File: src/design/ldfs_pkg.sv
`timescale 1ns / 1ps

package ldfs_pkg;

    localparam int DISPLAY_BYTES_DEF = 16;

    localparam int ACTION_W = 2;
    localparam int OFFSET_W = 4;
    localparam int COUNT_W  = 5;
    localparam int BYTE_W   = 8;
    localparam int LEVEL_W  = 8;
    localparam int HOLD_W   = 2;
    localparam int STATUS_W = 2;
    localparam int SEG_W    = 3;
    localparam int BIT_W    = 3;
    localparam int PHASE_W  = 2;

    localparam int S_TDATA_W = 32;
    localparam int M_TDATA_W = 8;

    localparam logic [ACTION_W-1:0] ACT_BEGIN  = 2'd0;
    localparam logic [ACTION_W-1:0] ACT_BYTE   = 2'd1;
    localparam logic [ACTION_W-1:0] ACT_BRIGHT = 2'd2;

    localparam logic [STATUS_W-1:0] ST_OK   = 2'd0;
    localparam logic [STATUS_W-1:0] ST_SIZE = 2'd1;
    localparam logic [STATUS_W-1:0] ST_SEQ  = 2'd2;

    localparam logic [BYTE_W-1:0] CMD_DATA     = 8'h40;
    localparam logic [BYTE_W-1:0] CMD_ADDR     = 8'hC0;
    localparam logic [BYTE_W-1:0] CMD_DISP_OFF = 8'h80;
    localparam logic [BYTE_W-1:0] CMD_DISP_ON  = 8'h88;
    localparam logic [LEVEL_W-1:0] LEVEL_MAX   = 8'd8;

    localparam logic [HOLD_W-1:0] HOLD_ERR   = 2'd0;
    localparam logic [HOLD_W-1:0] HOLD_SHORT = 2'd1;
    localparam logic [HOLD_W-1:0] HOLD_LONG  = 2'd2;

    // What one item expands into
    typedef enum logic [2:0] {
        PLAN_ERR      = 3'd0,   // single error report
        PLAN_WR_OPEN  = 3'd1,   // start, data cmd, end, start, addr cmd
        PLAN_WR_CLOSE = 3'd2,   // as above, then end
        PLAN_DATA     = 3'd3,   // one display byte
        PLAN_DATA_END = 3'd4,   // display byte, then end
        PLAN_CTRL     = 3'd5    // start, control cmd, end
    } plan_kind_t;

    typedef enum logic [2:0] {
        SEG_START = 3'd0,
        SEG_BYTE0 = 3'd1,
        SEG_BYTE1 = 3'd2,
        SEG_END   = 3'd3,
        SEG_ERR   = 3'd4,
        SEG_NONE  = 3'd5
    } seg_kind_t;

    typedef struct packed {
        plan_kind_t          kind;
        logic [BYTE_W-1:0]   byte0;
        logic [BYTE_W-1:0]   byte1;
        logic [STATUS_W-1:0] status;
    } plan_t;

    typedef struct packed {
        logic               open;
        logic [COUNT_W-1:0] remaining;
    } frame_t;

    typedef struct packed {
        logic                clk_line;
        logic                dat_line;
        logic [HOLD_W-1:0]   hold_us;
        logic [STATUS_W-1:0] status;
        logic                last_step;
    } step_t;

    function automatic seg_kind_t seg_kind(input plan_kind_t kind, input logic [SEG_W-1:0] seg);
        seg_kind_t k;
        k = SEG_NONE;
        unique case (kind)
            PLAN_ERR:
                if (seg == 3'd0) k = SEG_ERR;
            PLAN_WR_OPEN, PLAN_WR_CLOSE:
                unique case (seg)
                    3'd0:    k = SEG_START;
                    3'd1:    k = SEG_BYTE0;
                    3'd2:    k = SEG_END;
                    3'd3:    k = SEG_START;
                    3'd4:    k = SEG_BYTE1;
                    3'd5:    k = (kind == PLAN_WR_CLOSE) ? SEG_END : SEG_NONE;
                    default: k = SEG_NONE;
                endcase
            PLAN_DATA:
                if (seg == 3'd0) k = SEG_BYTE0;
            PLAN_DATA_END:
                unique case (seg)
                    3'd0:    k = SEG_BYTE0;
                    3'd1:    k = SEG_END;
                    default: k = SEG_NONE;
                endcase
            PLAN_CTRL:
                unique case (seg)
                    3'd0:    k = SEG_START;
                    3'd1:    k = SEG_BYTE0;
                    3'd2:    k = SEG_END;
                    default: k = SEG_NONE;
                endcase
            default: k = SEG_NONE;
        endcase
        return k;
    endfunction

endpackage

File: src/design/ldfs_decode.sv
`timescale 1ns / 1ps

module ldfs_decode #(
    parameter int DISPLAY_BYTES = ldfs_pkg::DISPLAY_BYTES_DEF
) (
    input  logic [ldfs_pkg::ACTION_W-1:0] action,
    input  logic [ldfs_pkg::OFFSET_W-1:0] start_offset,
    input  logic [ldfs_pkg::COUNT_W-1:0]  byte_count,
    input  logic [ldfs_pkg::BYTE_W-1:0]   display_byte,
    input  logic [ldfs_pkg::LEVEL_W-1:0]  brightness_level,
    input  ldfs_pkg::frame_t              frame,
    output ldfs_pkg::plan_t               plan,
    output ldfs_pkg::frame_t              frame_next
);
    import ldfs_pkg::*;

    localparam int SUM_W = COUNT_W + 1;

    logic [SUM_W-1:0]   span;
    logic               too_big;
    logic [COUNT_W-1:0] rem_dec;
    logic [LEVEL_W-1:0] level_clamped;
    logic [BYTE_W-1:0]  ctrl_cmd;

    assign span    = SUM_W'(start_offset) + SUM_W'(byte_count);
    assign too_big = span > SUM_W'(DISPLAY_BYTES);
    assign rem_dec = frame.remaining - COUNT_W'(1);

    assign level_clamped = (brightness_level > LEVEL_MAX) ? LEVEL_MAX : brightness_level;
    assign ctrl_cmd = (level_clamped == '0) ? CMD_DISP_OFF
                    : (CMD_DISP_ON | {5'd0, 3'(level_clamped - LEVEL_W'(1))});

    always_comb
    begin
        plan.kind   = PLAN_ERR;
        plan.byte0  = CMD_DATA;
        plan.byte1  = CMD_ADDR | {4'd0, start_offset};
        plan.status = ST_SEQ;
        frame_next  = frame;
        unique case (action)
            ACT_BEGIN:
            begin
                if (frame.open)
                begin
                    plan.status = ST_SEQ;
                end
                else if (too_big)
                begin
                    plan.status = ST_SIZE;
                end
                else if (byte_count == '0)
                begin
                    plan.kind   = PLAN_WR_CLOSE;
                    plan.status = ST_OK;
                end
                else
                begin
                    plan.kind            = PLAN_WR_OPEN;
                    plan.status          = ST_OK;
                    frame_next.open      = 1'b1;
                    frame_next.remaining = byte_count;
                end
            end
            ACT_BYTE:
            begin
                if (frame.open)
                begin
                    plan.byte0           = display_byte;
                    plan.status          = ST_OK;
                    frame_next.remaining = rem_dec;
                    if (rem_dec == '0)
                    begin
                        plan.kind       = PLAN_DATA_END;
                        frame_next.open = 1'b0;
                    end
                    else
                    begin
                        plan.kind = PLAN_DATA;
                    end
                end
            end
            ACT_BRIGHT:
            begin
                if (!frame.open)
                begin
                    plan.kind   = PLAN_CTRL;
                    plan.byte0  = ctrl_cmd;
                    plan.status = ST_OK;
                end
            end
            default:
            begin
                plan.status = ST_SEQ;
            end
        endcase
    end

endmodule

File: src/design/ldfs_step_gen.sv
`timescale 1ns / 1ps

module ldfs_step_gen (
    input  logic            clk,
    input  logic            rst_n,
    input  logic            plan_valid,
    input  ldfs_pkg::plan_t plan,
    output logic            plan_ready,
    output logic            out_valid,
    input  logic            out_ready,
    output ldfs_pkg::step_t out_step
);
    import ldfs_pkg::*;

    logic               active_reg;
    plan_t              plan_reg;
    logic [SEG_W-1:0]   seg_reg;
    logic [BIT_W-1:0]   bit_reg;
    logic [PHASE_W-1:0] phase_reg;
    logic               clk_level_reg;
    logic               dat_level_reg;
    logic               out_valid_reg;
    step_t              out_step_reg;

    seg_kind_t          cur_kind;
    seg_kind_t          nxt_kind;
    logic [BYTE_W-1:0]  cur_byte;
    logic               seg_done;
    logic               advance;
    logic               final_step;
    step_t              step_next;

    assign cur_kind = seg_kind(plan_reg.kind, seg_reg);
    assign nxt_kind = seg_kind(plan_reg.kind, seg_reg + SEG_W'(1));
    assign cur_byte = (cur_kind == SEG_BYTE1) ? plan_reg.byte1 : plan_reg.byte0;

    always_comb
    begin
        seg_done = 1'b0;
        step_next.clk_line = clk_level_reg;
        step_next.dat_line = dat_level_reg;
        step_next.hold_us  = HOLD_SHORT;
        step_next.status   = ST_OK;
        unique case (cur_kind)
            SEG_START:
            begin
                if (phase_reg == 2'd0)
                begin
                    step_next.dat_line = 1'b0;
                end
                else
                begin
                    step_next.clk_line = 1'b0;
                    seg_done = 1'b1;
                end
            end
            SEG_BYTE0, SEG_BYTE1:
            begin
                unique case (phase_reg)
                    2'd0:
                        step_next.dat_line = cur_byte[bit_reg];
                    2'd1:
                    begin
                        step_next.clk_line = 1'b1;
                        step_next.hold_us  = HOLD_LONG;
                    end
                    default:
                    begin
                        step_next.clk_line = 1'b0;
                        seg_done = (bit_reg == BIT_W'(BYTE_W - 1));
                    end
                endcase
            end
            SEG_END:
            begin
                unique case (phase_reg)
                    2'd0:
                        step_next.dat_line = 1'b0;
                    2'd1:
                        step_next.clk_line = 1'b1;
                    default:
                    begin
                        step_next.dat_line = 1'b1;
                        step_next.hold_us  = HOLD_LONG;
                        seg_done = 1'b1;
                    end
                endcase
            end
            SEG_ERR:
            begin
                step_next.hold_us = HOLD_ERR;
                step_next.status  = plan_reg.status;
                seg_done = 1'b1;
            end
            default:
            begin
                seg_done = 1'b1;
            end
        endcase
        step_next.last_step = seg_done && (nxt_kind == SEG_NONE);
    end

    assign advance    = active_reg && (!out_valid_reg || out_ready);
    assign final_step = advance && step_next.last_step;
    assign plan_ready = !active_reg || final_step;

    // sequencer control
    always_ff @(posedge clk or negedge rst_n)
    begin
        if (!rst_n)
        begin
            active_reg    <= 1'b0;
            seg_reg       <= '0;
            bit_reg       <= '0;
            phase_reg     <= '0;
            clk_level_reg <= 1'b1;
            dat_level_reg <= 1'b1;
            out_valid_reg <= 1'b0;
        end
        else
        begin
            if (advance)
            begin
                clk_level_reg <= step_next.clk_line;
                dat_level_reg <= step_next.dat_line;
                out_valid_reg <= 1'b1;
            end
            else if (out_ready)
            begin
                out_valid_reg <= 1'b0;
            end

            if (plan_valid && plan_ready)
            begin
                active_reg <= 1'b1;
                seg_reg    <= '0;
                bit_reg    <= '0;
                phase_reg  <= '0;
            end
            else if (advance)
            begin
                if (final_step)
                begin
                    active_reg <= 1'b0;
                end
                else if (seg_done)
                begin
                    seg_reg   <= seg_reg + SEG_W'(1);
                    bit_reg   <= '0;
                    phase_reg <= '0;
                end
                else if ((cur_kind == SEG_BYTE0 || cur_kind == SEG_BYTE1) && phase_reg == 2'd2)
                begin
                    bit_reg   <= bit_reg + BIT_W'(1);
                    phase_reg <= '0;
                end
                else
                begin
                    phase_reg <= phase_reg + PHASE_W'(1);
                end
            end
        end
    end

    // payload registers
    always_ff @(posedge clk)
    begin
        if (plan_valid && plan_ready)
        begin
            plan_reg <= plan;
        end
        if (advance)
        begin
            out_step_reg <= step_next;
        end
    end

    assign out_valid = out_valid_reg;
    assign out_step  = out_step_reg;

endmodule

File: src/design/led_driver_two_wire_frame_sender_unit.sv
`timescale 1ns / 1ps

// Two-wire LED display driver frame sender.
//
// Slave channel (s_*): one word per request. s_tuser carries the action
// (begin write, display byte, brightness); s_tdata carries the operands.
// Master channel (m_*): one word per pin step: clock and data levels with a
// hold time in microseconds, status in m_tuser, and m_tlast on the final
// step a request causes. Errors come out as a single word with hold 0.
//
// Path: a request passes through the input register, then the plan register,
// and each of its steps then leaves through the output register.
// Throughput: one step per cycle while m_tready does not stall; a request
// expands into 1 step for an error, 24 for a display byte (27 when it closes
// the frame), 29 for brightness, 55 for a begin write (58 when the byte count
// is zero). The next request is decoded while the current one drains, so
// back-to-back requests give a gapless step stream.
//
// Reset: both pins idle high, no frame open, all buffers empty.
// A stall on m_tready freezes the sequencer; the input register then fills
// and s_tready drops until steps flow again.
module led_driver_two_wire_frame_sender_unit #(
    parameter int DISPLAY_BYTES = ldfs_pkg::DISPLAY_BYTES_DEF
) (
    input  logic                           clk,
    input  logic                           rst_n,
    input  logic                           s_tvalid,
    output logic                           s_tready,
    // [3:0] start_offset, [8:4] byte_count, [16:9] display_byte,
    // [24:17] brightness_level, [31:25] zero
    input  logic [ldfs_pkg::S_TDATA_W-1:0] s_tdata,
    // [1:0] action
    input  logic [ldfs_pkg::ACTION_W-1:0]  s_tuser,
    output logic                           m_tvalid,
    input  logic                           m_tready,
    // [0] clock line level, [1] data line level, [3:2] hold_us, [7:4] zero
    output logic [ldfs_pkg::M_TDATA_W-1:0] m_tdata,
    // [1:0] status
    output logic [ldfs_pkg::STATUS_W-1:0]  m_tuser,
    output logic                           m_tlast
);
    import ldfs_pkg::*;

    // input word buffer
    logic                  in_valid_reg;
    logic [S_TDATA_W-1:0]  in_data_reg;
    logic [ACTION_W-1:0]   in_action_reg;

    // frame tracking, updated as each request is handed to the sequencer
    frame_t                frame_reg;
    frame_t                frame_next;

    plan_t                 plan;
    logic                  plan_ready;
    logic                  plan_load;
    step_t                 step;

    assign plan_load = in_valid_reg && plan_ready;
    assign s_tready  = !in_valid_reg || plan_ready;

    always_ff @(posedge clk or negedge rst_n)
    begin
        if (!rst_n)
        begin
            in_valid_reg <= 1'b0;
            frame_reg    <= '0;
        end
        else
        begin
            if (s_tvalid && s_tready)
            begin
                in_valid_reg <= 1'b1;
            end
            else if (plan_load)
            begin
                in_valid_reg <= 1'b0;
            end
            if (plan_load)
            begin
                frame_reg <= frame_next;
            end
        end
    end

    // hold the word until the sequencer takes it
    always_ff @(posedge clk)
    begin
        if (s_tvalid && s_tready)
        begin
            in_data_reg   <= s_tdata;
            in_action_reg <= s_tuser;
        end
    end

    ldfs_decode #(
        .DISPLAY_BYTES(DISPLAY_BYTES)
    ) u_decode (
        .action           (in_action_reg),
        .start_offset     (in_data_reg[3:0]),
        .byte_count       (in_data_reg[8:4]),
        .display_byte     (in_data_reg[16:9]),
        .brightness_level (in_data_reg[24:17]),
        .frame            (frame_reg),
        .plan             (plan),
        .frame_next       (frame_next)
    );

    ldfs_step_gen u_step_gen (
        .clk        (clk),
        .rst_n      (rst_n),
        .plan_valid (in_valid_reg),
        .plan       (plan),
        .plan_ready (plan_ready),
        .out_valid  (m_tvalid),
        .out_ready  (m_tready),
        .out_step   (step)
    );

    assign m_tdata = {4'd0, step.hold_us, step.dat_line, step.clk_line};
    assign m_tuser = step.status;
    assign m_tlast = step.last_step;

endmodule
File: config.mk
export PLATFORM = sky130hd
export DESIGN_NAME = led_driver_two_wire_frame_sender_unit
export DESIGN_NICKNAME = d
export VERILOG_FILES = /design/src/design/ldfs_pkg.sv /design/src/design/ldfs_decode.sv /design/src/design/ldfs_step_gen.sv /design/src/design/led_driver_two_wire_frame_sender_unit.sv
export SDC_FILE = /design/constraint.sdc
export NUM_CORES = 1
export LEC_CHECK = 0
export BUFFER_PORTS_ARGS = -buffer_cell sky130_fd_sc_hd__buf_4
export CAP_MARGIN = 20
export CORE_MARGIN = 10
export CORE_UTILIZATION = 60
export CTS_CLUSTER_DIAMETER = 200
export DETAILED_ROUTE_END_ITERATION = 10
export GPL_ROUTABILITY_DRIVEN = 0
export HOLD_SLACK_MARGIN = 0.03
export PLACE_DENSITY = 0.82
export SLEW_MARGIN = 20
export SYNTH_ARGS = -nofsm -noshare
export SYNTH_HDL_FRONTEND = slang
export SYNTH_SLANG_ARGS = --single-unit
export TNS_END_PERCENT = 5
File: constraint.sdc
create_clock -name clk -period 6.5 [get_ports clk]
set_input_delay 0.325 -clock clk [delete_from_list [all_inputs] [get_ports clk]]
set_output_delay 0.325 -clock clk [all_outputs]
set_load 0.02 [all_outputs]
==> flow_summary_export.csv, run 1 <==
group,metric,value,unit
finish,drive_above_1_share,0.224,
worst_setup_path,end_kind,"register",
worst_setup_path,path_common_cell,"nand2_1",
detailed_routing,drc_errors,0,
yosys,async_flop_share,0.271,
detailed_routing,drt_wl_total,8.37,mm
power_and_ir_drop,sw_frac_of_total,0.400,
yosys,ys_ff_latch,70,
placement,pre_cts_ws,2.28,ns
floorplanning,die-area,10500,um2
clocking,cts.repair_timing.setup_buffer_count,0,
sta,tightest_slew,0.738,ns
clocking,numCtsBuffers,9,
floorplanning,placementRows,29,
yosys,synth_xor_area_frac,0.0129,
yosys,yosysSeqAreaShare,0.492,
detailed_routing,routed-wl-met3,499,um
sta,relSlewSlack,0.501,
clocking,cts.reportedPaths.clkPinSlew,0.09,ns
detailed_routing,top_layer_used,"met4",
clocking,clockRootBuffer,"clkbuf_8",
clocking,clock-sinks,70,
yosys,synthMuxAreaShare,0.0518,
finish,final_nets,457,
placement,placed_cells,461,
worst_setup_path,startpoint_type,"register",
clocking,cts_tree,"built",
finish,largest_reg_flops,25,
yosys,synth-simple-area-share,0.171,
power_and_ir_drop,p_int,1.33,mW
finish,antenna_cells,0,
power_and_ir_drop,clockPowerShare,0.182,
sta,fin_crit_sh,0.582,
sta,setup_viol,0,
job,drv_cap,0,
finish,fillers,451,
floorplanning,die_w,102,um
detailed_routing,wl_met1,3.37,mm
yosys,synth_top_family_by_area,"simple AND/OR/NAND/NOR gates",
worst_setup_path,cp_cell_sequence,"inv_1 > ha_1 > nor2b_1 > a22oi_2 > or4_1 > nand2_1 > a31oi_2 > a311o_2 > nand2_1 > and2_2",
detailed_routing,dr.pass1.iters,8,
power_and_ir_drop,combPwrFrac,0.442,
power_and_ir_drop,vdd_drop_max,0.000232,V
power_and_ir_drop,p_switching,887,uW
power_and_ir_drop,p_per_area,478,nW/um2
placement,io_buffers,39,
worst_setup_path,cp.required,6.49,ns
detailed_routing,vias,2918,
floorplanning,coreArea,6490,um2
floorplanning,die-height,102,um
clocking,ctsHoldBuffers,1,
detailed_routing,dr_wl_met2,4.32,mm
floorplanning,pin_count,51,
global_routing,grt_util_all_layers,0.162,
yosys,synth_area_per_cell,11.4,um2
yosys,synth_warnings,0,
yosys,synth_compound_area_frac,0.159,
worst_setup_path,path_class,"reg -> reg",
global_routing,antenna_found_initial,0,
worst_setup_path,reg2reg_slack,2.72,ns
placement,dp_hpwl,6.14,mm
clocking,clkLatencyLatePin,0.35,ns
sta,finClkSkew,0.0134,ns
sta,fmax,0.264,GHz
run_status,status,"finished, final reports clean",
yosys,synth_top_cell_area_share,0.375,
finish,multi_input_area,1930,um2
detailed_routing,drt_iter0_drc,175,
clocking,clockBufferDepth,2,
hold_path,holdPathStages,1,
detailed_routing,ant_nets,0,
global_routing,grt_pass1_wl,13.5,mm
detailed_routing,drt-vias-per-instance,6.10,
worst_setup_path,reg2reg_depth,10,
sta,drv_slew,0,
power_and_ir_drop,leakagePower,1.87,nW
yosys,synth_area_leaders,"edfxtp_1 38%, dfrtp_1 10%, ha_1 6.7%, nor2_1 2.4%, a21oi_1 2.3%",
sta,finalHoldViolCount,0,
global_routing,overflow,0,
worst_setup_path,cp.arrival,3.77,ns
worst_setup_path,crit_fanout,27,
power_and_ir_drop,p_seq_frac,0.376,
sta,fin_ws,2.72,ns
worst_setup_path,cp_slowest_cell,"and2_2",
yosys,synth-edff-count,51,
yosys,synth_ff_type,"edfxtp_1",
hold_path,hold_path_class,"in -> reg",
sta,finalCriticalPeriod,3.78,ns
yosys,syn_inst,357,
global_routing,grt_max_degree,28,
global_routing,grt_pass1_vias,2941,
clocking,htreeDepth,3,
yosys,ys_types,81,
finish,syn_to_final_growth,13.6,%
detailed_routing,wl_per_cell,17.5,um
yosys,synth_top_area_cell,"edfxtp_1",
yosys,synth_fa_ha_area_frac,0.0748,
sta,finalSetupTns,0,ns
finish,regArea,2010,um2
worst_setup_path,slowest_delay,0.56,ns
yosys,synthesis.area,4080,um2
finish,finalNonFillerCells,478,
clocking,post_cts_resized,0,
sta,rsz0062_at_grt,"false",
floorplanning,start_util,0.628,
## layer usage
metal	GRT usage	vias to the layer above
met5	0	-
li1	-	1402
met3	0.0445	22
met4	0.0640	0
met2	0.284	104
met1	0.182	1390
## cell usage in the layout, fill, tap and decap left out, types with 5 or more instances in the layout
cell type and instances:
nor2_1 26, or2_2 6, a21o_1 5, ha_1 22
mux2i_1 8, nand2_1 23, buf_4 40, nand3b_1 7
o21ai_0 16, nand2b_1 5, inv_1 16, dfrtp_1 17
clkbuf_8 9, edfxtp_1 51, and3_1 5, and2_1 9
nor2b_1 9, a21oi_1 19
## final timing paths
kind,start,end
min reg2reg,in_data_reg[3],u_step_gen.plan_reg[5]
max reg2reg,u_step_gen.seg_reg[0],in_data_reg[16]
min in group asynchronous,rst_n,frame_reg[3]
max,u_step_gen.seg_reg[0],in_data_reg[16]
min,s_tdata[21],in_data_reg[21]
max in group asynchronous,rst_n,u_step_gen.dat_level_reg
## power groups by stage
stage                     combinational, mW  clock, mW  sequential (mW)
final                                 0.980      0.402            0.833
after global routing                   1.08      0.427            0.855
after CTS                             0.979      0.410            0.834
after detailed placement              0.972          0            0.841
after global placement                0.927          0            0.832
after floorplan                       0.790          0            0.783
## kinds of logic after synthesis
family,after synthesis
simple gates,120
flops,70
buf+inv,32
compound gates,87
other cells,1
mux,17
fa+ha+maj,24
xor+xnor,6
## per-stage QoR
step | power [mW] | utilization | hold slack [ns] | cell area, um2
6_report | 2.21 | 0.714 | 0.141 | 4640
2_1_floorplan | 1.57 | - | 0.0294 | 4090
4_1_cts | 2.22 | 0.714 | 0.133 | 4640
3_5_place_dp | 1.81 | 0.677 | 0.224 | 4400
5_1_grt | 2.36 | 0.714 | 0.127 | 4640
3_3_place_gp | 1.76 | 0.677 | 0.229 | 4400
## cells in the mapped netlist (all sizes together) (6+ instances only)
master / count
a21oi: 19
and2: 10
and3: 6
buf: 11
dfrtp: 17
edfxtp: 51
ha: 22
inv: 16
mux2: 7
mux2i: 8
nand2: 23
nand2b: 6
nand3b: 7
nor2: 26
nor2b: 10
o21ai: 18
or2: 7
## cell type report
class | instances | area share
Clock buffer | 9 | 0.0267
Tap cell | 77 | 0.0208
Clock inverter | 7 | 0.0229
Inverter | 16 | 0.0130
Sequential cell | 70 | 0.433
Timing Repair Buffer | 41 | 0.0669
Multi-Input combinational cell | 258 | 0.416
## critical path: cells and delay by family (launching register included)
family / cells / cell delay, ns
simple gates: 5 / 1.62
fa+ha+maj: 1 / 0.39
compound gates: 3 / 0.81
buf+inv: 1 / 0.14
flops: 1 / 0.45
Power figures use the tool's default switching activity.
==> inputs of run 2 (changes only) <==
Settings changed: CORE_UTILIZATION 60 to 58, PLACE_DENSITY 0.82 to 0.8.
Clock period 6.5 ns to 3.9 ns, I/O delays scaled along.
==> run 2 against run 1 <==
Critical path depth unchanged. Design area increased by 6.5%. Highest routed layer unchanged. Total power grew 67%. Non-clock buffer count up 29. Global-route usage is 1.3 points higher. Cell count rose by 10%.
==> flow_summary_export.csv, run 2 (synthesis results as in run 1) <==
group,metric,value,unit
run_status,status,"finished, final reports clean",
hold_path,holdPathStages,2,
clocking,htreeDepth,3,
power_and_ir_drop,vdd_drop_max,0.000416,V
worst_setup_path,crit_fanout,13,
worst_setup_path,end_kind,"output pin",
finish,final_nets,486,
hold_path,min_from,"s_tvalid",
worst_setup_path,path_common_cell,"nand2_1",
floorplanning,pin_count,51,
detailed_routing,drt_iter0_drc,165,
finish,largest_reg_flops,25,
floorplanning,placementRows,30,
worst_setup_path,cp_cell_sequence,"inv_1 > ha_1 > nor2b_1 > a22oi_2 > or4_1 > nand2_1 > a31oi_2 > a311o_2 > nand2_1 > buf_4",
worst_setup_path,rr_startpoint,"u_step_gen.seg_reg[0]",
worst_setup_path,cp.required,3.70,ns
hold_path,hold_path_class,"in -> reg",
global_routing,grt_pass1_vias,3276,
sta,setup_viol,0,
worst_setup_path,startpoint_type,"register",
sta,finalHoldViolCount,0,
sta,tightest_slew,0.658,ns
global_routing,antenna_found_initial,0,
finish,mostFrequentLayoutCell,"edfxtp_1",
detailed_routing,drt-vias-per-instance,5.92,
power_and_ir_drop,p_switching,1.51,mW
detailed_routing,vias,3112,
finish,drive_above_1_share,0.214,
finish,layout_common_cells,"51 x edfxtp_1, 41 x buf_4, 28 x dlygate4sd3_1",
clocking,numCtsBuffers,9,
hold_path,min_to,"in_valid_reg",
worst_setup_path,worst-path-buf-inv,2,
sta,finClkSkew,0.0143,ns
floorplanning,die-height,104,um
worst_setup_path,slowest_delay,0.53,ns
sta,fin_crit_sh,0.908,
global_routing,overflow,0,
detailed_routing,wl_per_cell,17.9,um
worst_setup_path,cp_slowest_cell,"a311o_2",
power_and_ir_drop,sw_frac_of_total,0.408,
worst_setup_path,r2r_end,"in_data_reg[14]",
sta,rsz0062_at_grt,"false",
worst_setup_path,cp.arrival,3.35,ns
worst_setup_path,reg2reg_slack,0.37,ns
power_and_ir_drop,p_per_area,751,nW/um2
power_and_ir_drop,p_int,2.19,mW
clocking,clock-sinks,70,
detailed_routing,dr.pass1.iters,4,
placement,io_buffers,39,
global_routing,grt_util_all_layers,0.174,
power_and_ir_drop,leakagePower,1.98,nW
clocking,cts_tree,"built",
floorplanning,start_util,0.597,
detailed_routing,drc_errors,0,
sta,hold_slack,0.0605,ns
floorplanning,die-area,10800,um2
sta,drv_slew,0,
finish,final_util,0.723,
power_and_ir_drop,combPwrFrac,0.464,
floorplanning,die_w,104,um
finish,antenna_cells,0,
detailed_routing,ant_nets,0,
worst_setup_path,path_class,"reg -> out",
worst_setup_path,reg2reg_depth,11,
worst_setup_path,cp_top_family,"simple AND/OR/NAND/NOR gates",
job,drv_cap,0,
sta,finalSetupTns,0,ns
power_and_ir_drop,clockPowerShare,0.164,
finish,syn_to_final_growth,21.1,%
sta,relSlewSlack,0.555,
clocking,clockRootBuffer,"clkbuf_8",
floorplanning,coreArea,6830,um2
clocking,clockBufferDepth,2,
clocking,clkLatencyLatePin,0.35,ns
placement,dp_hpwl,6.12,mm
power_and_ir_drop,p_seq_frac,0.372,
sta,fmax,0.282,GHz
sta,finalCriticalPeriod,3.54,ns
global_routing,grt_pass1_wl,15.5,mm
global_routing,grt_max_degree,28,
clocking,cts.reportedPaths.clkPinSlew,0.07,ns
detailed_routing,drt_wl_total,9.41,mm
-- run 2: worst register-to-register path, stage by stage (launching register included) --
cell	delay, ns
dfrtp_1	0.45
inv_1	0.14
ha_1	0.41
nor2b_1	0.32
a22oi_2	0.10
or4_1	0.43
nand2_1	0.15
a31oi_2	0.16
a311o_2	0.53
nand2_1	0.14
and2_1	0.18
buf_12	0.19
-- run 2: repair_timing --
item / CTS / global route
endpoints found under the hold margin: 46 / 0
hold buffers: 28 / 0
setup buffers: 0 / 0
endpoints found under the setup margin: 0 / 1
gates resized for setup: 0 / 1
-- run 2: cell type report --
cell class / instances / area (um2)
clock buffers: 9 / 124
clock inverters: 7 / 81.3
fillers: 467 / 1890
inverters: 16 / 60.1
multi-input cells: 258 / 1940
flip-flops and latches: 70 / 2010
well taps: 96 / 120
repair buffers: 70 / 608
-- run 2: power groups by stage --
stage | Combinational (mW) | Clock, mW | Sequential, mW
3_3_place_gp | 1.60 | 0 | 1.37
4_1_cts | 1.68 | 0.614 | 1.37
6_report | 1.72 | 0.609 | 1.38
5_1_grt | 1.88 | 0.654 | 1.41
2_1_floorplan | 1.32 | 0 | 1.31
3_5_place_dp | 1.65 | 0 | 1.38
-- run 2: how the worst max path moves through the flow --
stage                          startpoint          endpoint  slack [ns]  depth (start not counted)
floorplan           u_step_gen.seg_reg[0]  in_action_reg[0]        0.27                         10
global placement    u_step_gen.seg_reg[0]   in_data_reg[14]        0.49                         11
detailed placement  u_step_gen.seg_reg[0]   in_data_reg[14]        0.40                         11
CTS                 u_step_gen.seg_reg[0]          s_tready        0.35                         10
global route        u_step_gen.seg_reg[0]          s_tready        0.10                         10
finish              u_step_gen.seg_reg[0]          s_tready        0.36                         10
-- run 2: per-layer routing --
layer | track usage | vias to the layer above | share of wire
li1 | - | 1465 | -
met1 | 0.183 | 1535 | 0.39
met2 | 0.318 | 94 | 0.54
met3 | 0.0489 | 18 | 0.049
met4 | 0.0736 | 0 | 0.021
met5 | 0 | - | 0
-- run 2: per-stage QoR --
stage	setup slack (ns)	cell area, um2	power [mW]	instances
detailed placement	0.395	4450	3.03	482
global placement	0.492	4450	2.97	482
CTS	0.355	4930	3.66	526
global route	0.100	4940	3.95	526
finish	0.360	4940	3.71	526
floorplan	0.272	4090	2.62	360
